$ cat config.mk
export PLATFORM = sky130hd
export DESIGN_NAME = mfbfs_ram
export DESIGN_NICKNAME = d
export VERILOG_FILES = /design/src/design/mfbfs_ram.sv
export SDC_FILE = /design/constraint.sdc
export NUM_CORES = 2
export LEC_CHECK = 0
export BUFFER_PORTS_ARGS = -buffer_cell sky130_fd_sc_hd__buf_2
export CORE_MARGIN = 2
export CORE_UTILIZATION = 50
export DETAILED_ROUTE_END_ITERATION = 10
export GPL_TIMING_DRIVEN = 0
export PLACE_DENSITY = 0.76
export SLEW_MARGIN = 0
export SYNTH_ARGS = -nofsm -noshare
export SYNTH_HDL_FRONTEND = slang
export SYNTH_SLANG_ARGS = --single-unit
export TNS_END_PERCENT = 5
$ cat constraint.sdc
create_clock -name i_clk -period 2.9 [get_ports i_clk]
set_input_delay 0.145 -clock i_clk [delete_from_list [all_inputs] [get_ports i_clk]]
set_output_delay 0.145 -clock i_clk [all_outputs]
set_load 0.03 [all_outputs]
$ cat src/design/mfbfs_ram.sv
module mfbfs_ram #(
    parameter int WIDTH = 8,
    parameter int DEPTH = 256
) (
    input  logic                     i_clk,
    input  logic                     i_we,
    input  logic [$clog2(DEPTH)-1:0] i_waddr,
    input  logic [WIDTH-1:0]         i_wdata,
    input  logic [$clog2(DEPTH)-1:0] i_raddr,
    output logic [WIDTH-1:0]         o_rdata
);

    logic [WIDTH-1:0] r_mem [DEPTH];
    logic [WIDTH-1:0] r_rdata;

    // single write port, registered read
    always_ff @(posedge i_clk) begin
        if (i_we) begin
            r_mem[i_waddr] <= i_wdata;
        end
        r_rdata <= r_mem[i_raddr];
    end

    assign o_rdata = r_rdata;

endmodule

==> out/results.txt <==
The logs give -417 ps for the post-layout worst setup margin and 158000 um^2 for the area inside the core boundary. The first routing iteration left 8670 violations. The logs give 4001 for the layout net count and 7 for the number of detailed-route iterations in the first pass. The peak ir drop on the vdd network was 723 uV; the slack of the worst reg-to-reg path was -50 ps.

The post-route minimum period is 3320 ps. The checks that failed: setup timing. The mapped netlist covers 79600 um^2. Dividing the synthesized area by the synthesized cell count gives 21.3 um^2. The floorplan die height is 403 um, and the insertion delay of the later-clocked pin in the worst-skew pair is 850 ps.

Most used routing layer: met2. TritonCTS built the clock tree. Total power for the finished layout comes to 61.4 mW. Global routing used 11.7% of the available met3 tracks. The post-synthesis net count was 3759; the via count of the first global-routing pass was 41463.

In this run the worst path has a maximum fanout of 10. Buffers inserted during clock tree synthesis total 193. The run gives 37.4% as the global routing met1 resource utilization. The count of cells along the worst register-to-register path came out at 6. STA classifies the critical path endpoint as a flip-flop.

Across all hold checks on the routed design, the worst slack comes to 127 ps. The top flip-flop cell by instance count after synthesis is edfxtp_1. Number of vias per cell after detailed routing: 6.96.

The synthesized netlist contains 55 unique library cells. The total number of yosys warnings was 0; the total wire length after detailed routing was 235 mm. The tools report the last weighted congestion value of the routability-driven placer as 1.00. STA classifies the critical path startpoint as an input port. In the synthesized netlist the async set-or-reset flop fraction comes to 0%.

The path with the worst hold slack has its endpoint at r_mem[99][3]. Clock slew seen by the registers of the worst setup and hold paths: 60 ps. The multi-input combinational cells in the finished layout cover a total of 16800 um^2.

The first global-routing pass estimated 324 mm of wire. The root buffer cell is clkbuf_16. Worst min-delay path category: input port to flip-flop.

The logs give 23 for the initial antenna violation count and 0 for the buffer count from post-CTS setup fixing. Including well taps, the total number of placed cells is 5844. After synthesis the netlist holds a flip-flop and latch count of 2056. The floorplan step defined a die boundary enclosing 162000 um^2.

Counting every sink on the clock net gives 2056. Setup repair after global routing could not meet its margin everywhere. Counting the fill cells in the layout gives 11204. In the layout the commonest cells are edfxtp_1, mux4_2, nor2_1. Endpoint of the worst-slack reg-to-reg timing path: o_rdata[4]. The H-tree depth was 4. Registers take 61700 um^2. Max-cap violations in this run came to 0.

The tools report the effective utilization at floorplan as 50.3%. The most common cell after layout, fill and taps aside was edfxtp_1. Share of the clock period used by the worst path: 114%. The mean routed wirelength per cell was 37.8 um; the number of vias in the routed layout was 43223. In this run the static leakage power is 27.5 nW.

Power spread over the standard cell area amounts to 687 nW/um^2. The run gives 34 as the number of placed I/O pins. Global routing consumed, on the met2 layer, 41.6% of the routing resources. The number of input and output port buffers inserted is 26.

Post-synthesis sequential area ratio: 77.5%. For the number of endpoints with negative hold slack in the final report, the log shows 0. Number of endpoints failing setup at the final stage: 695. The clock skew after layout is 38.2 ps. From synthesis to final layout, the design area changed by 12.3%. The flow ran to the end, but the final reports show violations. The antenna violation net count after detailed routing came out at 0. At the worst endpoint, the required time is 3360 ps. The worst setup path is of the input port to flip-flop kind. Entering global routing, the biggest net connects 168 pins. In this run the deepest clock path goes through 3 buffers. For this run the aggregate overflow at the end of global routing stands at 0.

Once detailed placement completed, the half-perimeter wirelength came to 151 mm. At the pin with the least slew margin, the transition time is 1410 ps. The tools report the launch point of the worst reg-to-reg path as r_mem[101][4]. The number of synthesized flops with an enable pin is 2048, and the number of instances on the worst hold path is 4.

The share of layout cells above drive strength 1 is 23.9%. The floorplan step set the die width to 403 um. The logs give 28.9% for the total global routing track utilization and 3780 ps for the data arrival at the endpoint of the critical path.

The number of max-slew violations in the final report came out at 0. Gate count after technology mapping: 3733. In the routed design, unresolved DRC markers number 0. Headroom to the max-slew limit came out at 5.54%. Row generation in the floorplan step produced 146 rows. The achievable frequency came out at 0.301 GHz.

Before CTS, the worst setup slack after placement is -1970 ps. Adding up every negative setup slack in the final design gives -106570 ps. In this run the most critical hold path is launched from i_waddr[4]. The finished layout holds 6214 standard cells, fillers aside.
## logic make-up (layout without fill, tap and decap cells)
family          count (synthesis)  in the layout  share of synthesized area (%)
buf+inv                       235            632                           1.83
flops                        2056           2056                           77.5
other cells                     0             12                              0
simple gates                  466            466                           2.63
compound gates                385            385                           3.42
mux                           591            591                           14.6
## cell type report
cell class / count / area share, %
flip-flops and latches: 2056 / 69.0
multi-input cells: 1442 / 18.8
clock buffers: 238 / 5.77
well taps: 2072 / 2.90
plain buffers: 233 / 1.79
clock inverters: 112 / 1.09
repair buffers: 47 / 0.630
diodes: 12 / 0.0336
inverters: 2 / 0.00840
## how the worst max path moves through the flow
stage | depth (start not counted) | startpoint | slack, ps | end
floorplan | 9 | i_raddr[0] | 820 | o_rdata[2]
global placement | 9 | i_raddr[1] | -2360 | o_rdata[4]
detailed placement | 9 | i_raddr[1] | -1970 | o_rdata[3]
CTS | 9 | i_raddr[2] | -80 | o_rdata[5]
global route | 9 | i_raddr[2] | -130 | o_rdata[5]
finish | 5 | i_waddr[2] | -420 | r_mem[115][5]
## sequential cells by signal, summed over array words and instances, names as in the netlist
register and cells:
r_mem 2048, o_rdata 8
## worst max-delay path, stage by stage
cell and delay (ps):
clkbuf_1 320, nor2_1 790, nand4_1 810, clkbuf_2 800, nor2_1 900
## synth_stat cells, drive strengths merged, types with 10 or more instances
cell type  number  area, um^2
mux2i         134        1340
o221ai         47         418
nand2          33         124
a211oi         16         120
a21oi          96         480
nor2b          31         194
nand3          34         170
edfxtp       2048       61500
o22ai          28         175
nor3           22         110
a22oi         133         998
a221oi         14         129
o21ai          12        60.1
mux4          456       10300
o211ai         10        75.1
clkbuf        111         417
nand4          10        62.6
buf           122        1030
nor2          282        1060
nor4           27         188
## metal layers
| metal | part of all wire [%] | vias to the layer above |
|---|---|---|
| met1 | 33 | 22065 |
| met4 | 6.7 | 36 |
| li1 | - | 16186 |
| met2 | 44 | 4144 |
| met5 | 0.13 | - |
| met3 | 16 | 792 |
## timing repair
item                                    4_1_cts  5_1_grt
hold endpoints to repair                    824        0
endpoints found under the setup margin       16      246
hold buffers                                  8        0
resized for setup                            81       53
## power breakdown
group	total, mW	internal, mW	switching, mW
logic	3.63	1.09	2.54
registers	32.8	32.8	0.0234
clock network	25.0	13.9	11.1
total	61.4	47.8	13.6
## through the flow
step	cell area, um^2	util, %
after floorplan	79600	-
after global placement	82300	52.0
final	89400	56.5
after global routing	89300	56.5
after CTS	89200	56.4
after detailed placement	82700	52.3
(Power assumes the default switching activity.)
