$ cat config.mk
export PLATFORM = sky130hd
export DESIGN_NAME = mfbfs_seq
export DESIGN_NICKNAME = d
export VERILOG_FILES = /design/src/design/mfbfs_pkg.sv /design/src/design/mfbfs_seq.sv
export SDC_FILE = /design/constraint.sdc
export NUM_CORES = 1
export LEC_CHECK = 0
export ABC_AREA = 1
export BUFFER_PORTS_ARGS = -buffer_cell sky130_fd_sc_hd__buf_4
export CAP_MARGIN = 0
export CORE_MARGIN = 4
export CORE_UTILIZATION = 25
export CTS_BUF_LIST = sky130_fd_sc_hd__clkbuf_4 sky130_fd_sc_hd__clkbuf_8
export CTS_CLUSTER_DIAMETER = 100
export DETAILED_ROUTE_END_ITERATION = 7
export PLACE_DENSITY = 0.4
export REMOVE_ABC_BUFFERS = 1
export SYNTH_ARGS = -nofsm -noshare
export SYNTH_HDL_FRONTEND = slang
export SYNTH_SLANG_ARGS = --single-unit
$ cat constraint.sdc
create_clock -name i_clk -period 10.8 [get_ports i_clk]
set_input_delay 0.54 -clock i_clk [delete_from_list [all_inputs] [get_ports i_clk]]
set_output_delay 0.54 -clock i_clk [all_outputs]
set_load 0.005 [all_outputs]
$ cat src/design/mfbfs_pkg.sv
package mfbfs_pkg;

    localparam int NODES    = 16;
    localparam int NODE_W   = 4;
    localparam int CAP_BITS = 16;
    localparam int RES_W    = 17;
    localparam int FLOW_W   = 20;
    localparam int ADDR_W   = 2 * NODE_W;
    localparam int DEPTH    = NODES * NODES;

    localparam logic ACT_WRITE = 1'b0;
    localparam logic ACT_RUN   = 1'b1;
    localparam logic ST_OK     = 1'b0;
    localparam logic ST_SAME   = 1'b1;

    typedef struct packed {
        logic                action;
        logic [NODE_W-1:0]   from_node;
        logic [NODE_W-1:0]   to_node;
        logic [CAP_BITS-1:0] edge_capacity;
        logic [NODE_W-1:0]   source_node;
        logic [NODE_W-1:0]   sink_node;
    } t_in;

    typedef struct packed {
        logic [FLOW_W-1:0] total_flow;
        logic              status;
    } t_out;

    // one residual memory port request from the sequencer
    typedef struct packed {
        logic              we;
        logic [ADDR_W-1:0] addr;
        logic [RES_W-1:0]  wdata;
    } t_mem_req;

endpackage

$ cat src/design/mfbfs_seq.sv
module mfbfs_seq import mfbfs_pkg::*; (
    input  logic              i_clk,
    input  logic              i_rst_n,
    input  logic              i_go,
    input  logic [NODE_W-1:0] i_src,
    input  logic [NODE_W-1:0] i_dst,
    output logic [ADDR_W-1:0] o_cap_raddr,
    input  logic [CAP_BITS-1:0] i_cap_rdata,
    input  logic              i_cap_valid,
    output t_mem_req          o_res_wr,
    output logic [ADDR_W-1:0] o_res_raddr,
    input  logic [RES_W-1:0]  i_res_rdata,
    output logic              o_done,
    output logic [FLOW_W-1:0] o_flow
);

    typedef enum logic [10:0] {
        S_IDLE  = 11'b00000000001,
        S_COPY  = 11'b00000000010,
        S_BINIT = 11'b00000000100,
        S_POP   = 11'b00000001000,
        S_SCAN  = 11'b00000010000,
        S_MIN   = 11'b00000100000,
        S_MINW  = 11'b00001000000,
        S_FWD   = 11'b00010000000,
        S_FWDW  = 11'b00100000000,
        S_BWD   = 11'b01000000000,
        S_BWDW  = 11'b10000000000
    } t_state;

    localparam int CNT_W = ADDR_W + 1;

    t_state r_state, n_state;
    logic [CNT_W-1:0]  r_cnt, n_cnt;
    logic [NODE_W:0]   r_n, n_n;
    logic [NODE_W-1:0] r_u, n_u;
    logic [NODE_W-1:0] r_x, n_x;
    logic [NODE_W:0]   r_guard, n_guard;
    logic [NODE_W:0]   r_head, n_head;
    logic [NODE_W:0]   r_tail, n_tail;
    logic [NODES-1:0]  r_vis, n_vis;
    logic [NODE_W-1:0] r_par [NODES];
    logic [NODE_W-1:0] r_que [NODES];
    logic [RES_W-1:0]  r_bn, n_bn;
    logic              r_first, n_first;
    logic [FLOW_W-1:0] r_flow, n_flow;
    logic              par_we, que_we;
    logic [NODE_W-1:0] par_idx, par_val, que_val, que_idx;
    logic [NODE_W-1:0] scan_n, px;
    logic [RES_W:0]    alu;

    assign scan_n = r_n[NODE_W-1:0];
    assign px     = r_par[r_x];
    // shared adder/subtractor for compare, subtract and add
    always_comb begin
        case (r_state)
            S_FWDW:  alu = {1'b0, i_res_rdata} - {1'b0, r_bn};
            S_BWDW:  alu = {1'b0, i_res_rdata} + {1'b0, r_bn};
            default: alu = {1'b0, i_res_rdata} - {1'b0, r_bn};
        endcase
    end

    // sequencer
    always_comb begin
        n_state = r_state; n_cnt = r_cnt; n_n = r_n; n_u = r_u; n_x = r_x;
        n_guard = r_guard; n_head = r_head; n_tail = r_tail; n_vis = r_vis;
        n_bn = r_bn; n_first = r_first; n_flow = r_flow;
        par_we = 1'b0; par_idx = '0; par_val = '0; que_we = 1'b0; que_val = '0;
        que_idx = r_tail[NODE_W-1:0];
        o_res_wr = '0;
        o_cap_raddr = r_cnt[ADDR_W-1:0];
        o_res_raddr = {r_u, scan_n};
        o_done = 1'b0;
        case (r_state)
            S_IDLE: begin
                if (i_go) begin
                    n_state = S_COPY; n_cnt = '0; n_flow = '0;
                end
            end
            S_COPY: begin
                // capacity read is registered: write lags the address by one
                if (i_cap_valid) begin
                    o_res_wr.we    = 1'b1;
                    o_res_wr.addr  = r_cnt[ADDR_W-1:0] - ADDR_W'(1);
                    o_res_wr.wdata = {1'b0, i_cap_rdata};
                end
                n_cnt = r_cnt + CNT_W'(1);
                if (r_cnt == CNT_W'(DEPTH)) n_state = S_BINIT;
            end
            S_BINIT: begin
                n_vis = '0; n_vis[i_src] = 1'b1;
                par_we = 1'b1; par_idx = i_src; par_val = i_src;
                que_we = 1'b1; que_val = i_src; que_idx = '0;
                n_head = '0; n_tail = (NODE_W+1)'(1);
                n_state = S_POP;
            end
            S_POP: begin
                if (r_head < r_tail) begin
                    n_u = r_que[r_head[NODE_W-1:0]];
                    n_head = r_head + (NODE_W+1)'(1);
                    n_n = '0; n_state = S_SCAN;
                end else if (r_vis[i_dst]) begin
                    n_x = i_dst; n_guard = '0; n_first = 1'b1; n_bn = '0;
                    n_state = S_MIN;
                end else begin
                    o_done = 1'b1; n_state = S_IDLE;
                end
            end
            S_SCAN: begin
                // r_n leads the data through the registered read; index 0..NODES
                o_res_raddr = {r_u, scan_n};
                n_n = r_n + (NODE_W+1)'(1);
                if (r_n != '0) begin
                    par_idx = scan_n - NODE_W'(1);
                    if (!r_vis[par_idx] && i_res_rdata != '0) begin
                        n_vis[par_idx] = 1'b1;
                        par_we = 1'b1; par_val = r_u;
                        if (r_tail < (NODE_W+1)'(NODES)) begin
                            que_we = 1'b1; que_val = par_idx;
                            n_tail = r_tail + (NODE_W+1)'(1);
                        end
                    end
                end
                if (r_n == (NODE_W+1)'(NODES)) n_state = S_POP;
            end
            S_MIN: begin
                if (r_x == i_src || r_guard == (NODE_W+1)'(NODES)) begin
                    if (r_bn == '0) begin
                        o_done = 1'b1; n_state = S_IDLE;
                    end else begin
                        n_x = i_dst; n_guard = '0; n_state = S_FWD;
                    end
                end else begin
                    o_res_raddr = {px, r_x};
                    n_state = S_MINW;
                end
            end
            S_MINW: begin
                if (r_first || alu[RES_W]) n_bn = i_res_rdata;
                n_first = 1'b0; n_x = px; n_guard = r_guard + (NODE_W+1)'(1);
                n_state = S_MIN;
            end
            S_FWD: begin
                if (r_x == i_src || r_guard == (NODE_W+1)'(NODES)) begin
                    n_flow = r_flow + FLOW_W'(r_bn);
                    n_state = S_BINIT;
                end else begin
                    o_res_raddr = {px, r_x};
                    n_state = S_FWDW;
                end
            end
            S_FWDW: begin
                o_res_wr.we = 1'b1; o_res_wr.addr = {px, r_x};
                o_res_wr.wdata = alu[RES_W-1:0];
                o_res_raddr = {r_x, px};
                n_state = S_BWD;
            end
            S_BWD: begin
                // hold the backward address so its data is there next cycle
                o_res_raddr = {r_x, px};
                n_state = S_BWDW;
            end
            S_BWDW: begin
                o_res_wr.we = 1'b1; o_res_wr.addr = {r_x, px};
                o_res_wr.wdata = alu[RES_W-1:0];
                n_x = px; n_guard = r_guard + (NODE_W+1)'(1);
                n_state = S_FWD;
            end
            default: n_state = S_IDLE;
        endcase
    end

    always_ff @(posedge i_clk) begin
        if (!i_rst_n) begin
            r_state <= S_IDLE;
            r_vis   <= '0;
            r_flow  <= '0;
        end else begin
            r_state <= n_state;
            r_vis   <= n_vis;
            r_flow  <= n_flow;
        end
        r_cnt <= n_cnt; r_n <= n_n; r_u <= n_u; r_x <= n_x; r_guard <= n_guard;
        r_head <= n_head; r_tail <= n_tail; r_bn <= n_bn; r_first <= n_first;
        if (par_we) r_par[par_idx] <= par_val;
        if (que_we) r_que[que_idx] <= que_val;
    end

    assign o_flow = r_flow;

endmodule

==> impl_metrics.ini <==
[cells_and_area]
area_growth_pct = 17.72
design_area_sq_um = 16730
fin_nets = 1992
drive_gt1_frac = 0.1307

[power]
vdd_ir_drop_max_mv = 0.08932
pwr_density_cell_nw_per_um2 = 137.2
p_leak_nw = 7.370

[grt]
grt_max_degree = 65
grt_pass1_vias = 12000
grt_usage = 0.1547
grt_pass1_wl_microns = 72630
grt_overflow_total = 0
grt_antenna_before_repair = 2

[clock_network]
postCtsSetupBuffers = 0
htreeDepth = 2
cts.sinks = 234
cts_tree = yes
clkTransAtPathRegs_ns = 0.06
numCtsBuffers = 46
clock_path_buffers = 3
insertion_delay_ns = 0.63
cts_resized = 0
cts_hold_buf = 0
cts_root_buf = clkbuf_8

[placed_design]
gp_congestion = 0.8933
placed_area_sq_um = 15730
port_buffers = 107
hpwl_microns = 36060

[floorplan]
dieWidth_microns = 246.4
io_pins = 108
core-area_sq_um = 56390
die_area_sq_um = 60730
initial_utilization = 0.2521
rows = 87
die_y_microns = 246.4

[detailed_routing]
routedWlPerCell_microns = 17.74
drt-total-wl_microns = 47630
drc = 0
vias_per_cell = 4.612
vias = 12380
first_pass_iters = 7
detail-route-antenna-nets = 0
drt_iter0_drc = 784

[synth]
synth_top_family_by_area = simple AND/OR/NAND/NOR gates
synthXorXnorAreaFrac = 0.02095
ys_warn_count = 0
synth.area.mux_share = 0
synth-simple-area-share = 0.2652
syn_inst = 1786
synth_top_area_cell = edfxtp_1
ys_seq_area_frac = 0.4585
ys_ff_latch = 234
synth_top_area_frac = 0.3867
synthAdderAreaFrac = 0.05124
netlist_area_sq_um = 14210
ys.flop_type = edfxtp_1
syn_area_per_cell_sq_um = 7.958
synth_edf_count = 183
netlist_top_cells_area = edfxtp_1, nand2_1, dfxtp_1
synth_cell_types = 52
synthArstFlopShare = 0
synth_compound_gate_area_share = 0.1214

[critical_path]
path_cells = nor2_2 -> nand2_1 -> nor2_4 -> nand3_1 -> inv_1 -> a31oi_1 -> xnor2_1 -> inv_1 -> ha_1 -> a21oi_1 -> nand2_1 -> a21oi_1 -> o21ai_0 -> nand3_1 -> nand3_1 -> nand2_1 -> nor2_1 -> buf_4
cp_data_required_time_ns = 10.26
path_class = register to primary output
critPathMaxStageDelay_ns = 0.54
cpMaxStageDelayCell = inv_1
path_buf_inv = 3
critPathCaptureType = primary output
path_depth = 18
reg2reg_depth = 17
critical_path_arrival_ns = 4.50
crit_path_max_fanout = 16
worstSetupStartpointType = register
cp_top_family = simple AND/OR/NAND/NOR gates

[sta]
hold_violations = 0
clock_skew_ns = 0.05129
period_share = 0.4665
fin_tns_setup_ns = 0
min_period_ns = 5.039
tightest_slew_ns = 1.076
drv_slew = 0
fmax_ghz = 0.1985
setup_violations = 0
maxSlewHeadroom = 0.2824
rsz0062_at_grt = false

[worst_hold_path]
holdCritPathClass = input pin to register
hold_depth = 3

[job]
maxCapViolCount = 0

[run_status]
status = completed
[area by class of cell]
class	instances	area [sq um]
fillers	6235	39660
multi-input cells	1263	6539
flip-flops and latches	234	6518
well taps	756	945.9
clock buffers	78	942.2
inverters	231	869.6
repair buffers	114	855.8
clock inverters	8	58.81
diodes	1	2.502
[registers in the layout (all words and copies together), names as in the netlist, named ones only]
name,count
r_guard,5
r_par,64
r_bn,17
r_u,4
o_flow,20
r_que,64
r_cnt,9
r_state,11
r_n,5
r_head,5
r_tail,5
r_x,4
r_first,1
r_vis,16
[where the power goes]
part	leakage, nW	total [W]	internal (W)	switching [W]
logic	4.63	0.000298	0.000106	0.000192
registers	2.20	0.00103	0.000993	0.0000388
clock network	0.536	0.000965	0.000553	0.000412
total	7.37	0.00230	0.00165	0.000643
[per-layer routing]
| metal | vias up | part of all wire | GRT usage |
|---|---|---|---|
| met1 | 5862 | 0.49 | 0.2191 |
| li1 | 6212 | - | - |
| met2 | 262 | 0.44 | 0.2398 |
| met4 | 2 | 0.017 | 0.04038 |
| met5 | - | 0.00015 | 0 |
| met3 | 46 | 0.055 | 0.03254 |
[worst paths after layout]
| path | start | endpoint | slack, ns |
|---|---|---|---|
| max | r_state[4] | o_res_wr[16] | 5.76 |
| min | i_res_rdata[15] | r_bn[15] | 0.24 |
| max reg2reg | r_state[4] | r_bn[7] | 6.75 |
| min reg2reg | o_flow[14] | o_flow[14] | 0.49 |
[synth_stat cells, types with 5 or more instances]
cell type  instances
nand3b_1           9
or2_2              6
nor2_4             6
nor2_2             7
inv_1            219
nand4_1           33
buf_4             11
xnor2_1           12
ha_1              55
dfxtp_1           51
nand2_2            7
o211ai_1          23
clkbuf_1          25
o21ai_1            5
edfxtp_1         183
o21ai_0          120
o21bai_1           6
nand2_1          383
o221ai_1           7
xor2_1            22
inv_2              9
nand3_1          143
o22ai_1           18
buf_2             14
a21oi_1          104
o31ai_1            7
nand3_2            7
nor3_1            11
nor2_1           240
[cells in the final DEF (no fill, tap or decap), types with 9 or more instances in the layout]
cell,Yosys,layout
nand2_1,383,383
nor2_1,240,240
inv_1,219,219
edfxtp_1,183,183
nand3_1,143,143
o21ai_0,120,119
buf_4,11,114
a21oi_1,104,101
clkbuf_8,0,57
ha_1,55,55
dfxtp_1,51,50
nand4_1,33,33
o211ai_1,23,23
xor2_1,22,22
clkbuf_4,0,21
o22ai_1,18,18
xnor2_1,12,12
nor3_1,11,11
inv_2,9,9
nand3b_1,9,9
[tightest hold or removal path: stages]
cell and delay [ns]:
buf_4 0.09, inv_1 0.04, nor2_1 0.09
[per-stage QoR]
| stage | util | hold slack (ns) | worst slack [ns] | power (W) | instances |
|---|---|---|---|---|---|
| 6_report | 0.2967 | 0.2418 | 5.762 | 0.002295 | 2685 |
| 2_1_floorplan | - | 0.4743 | 6.856 | 0.001213 | 1728 |
| 3_5_place_dp | 0.2789 | 0.4875 | 6.326 | 0.001351 | 2598 |
| 5_1_grt | 0.2967 | 0.2041 | 5.221 | 0.002422 | 2685 |
| 3_3_place_gp | 0.2789 | 0.4792 | 6.342 | 0.001351 | 2598 |
| 4_1_cts | 0.2967 | 0.1792 | 5.635 | 0.002339 | 2684 |
[kinds of logic (layout without fill, tap and decap cells)]
| group | Yosys count | in the layout |
|---|---|---|
| simple gates | 865 | 865 |
| fa+ha+maj | 57 | 57 |
| compound gates | 307 | 307 |
| xor+xnor | 34 | 34 |
| buf+inv | 289 | 431 |
| other cells | 0 | 1 |
| flops | 234 | 234 |
(Power assumes the default switching activity.)
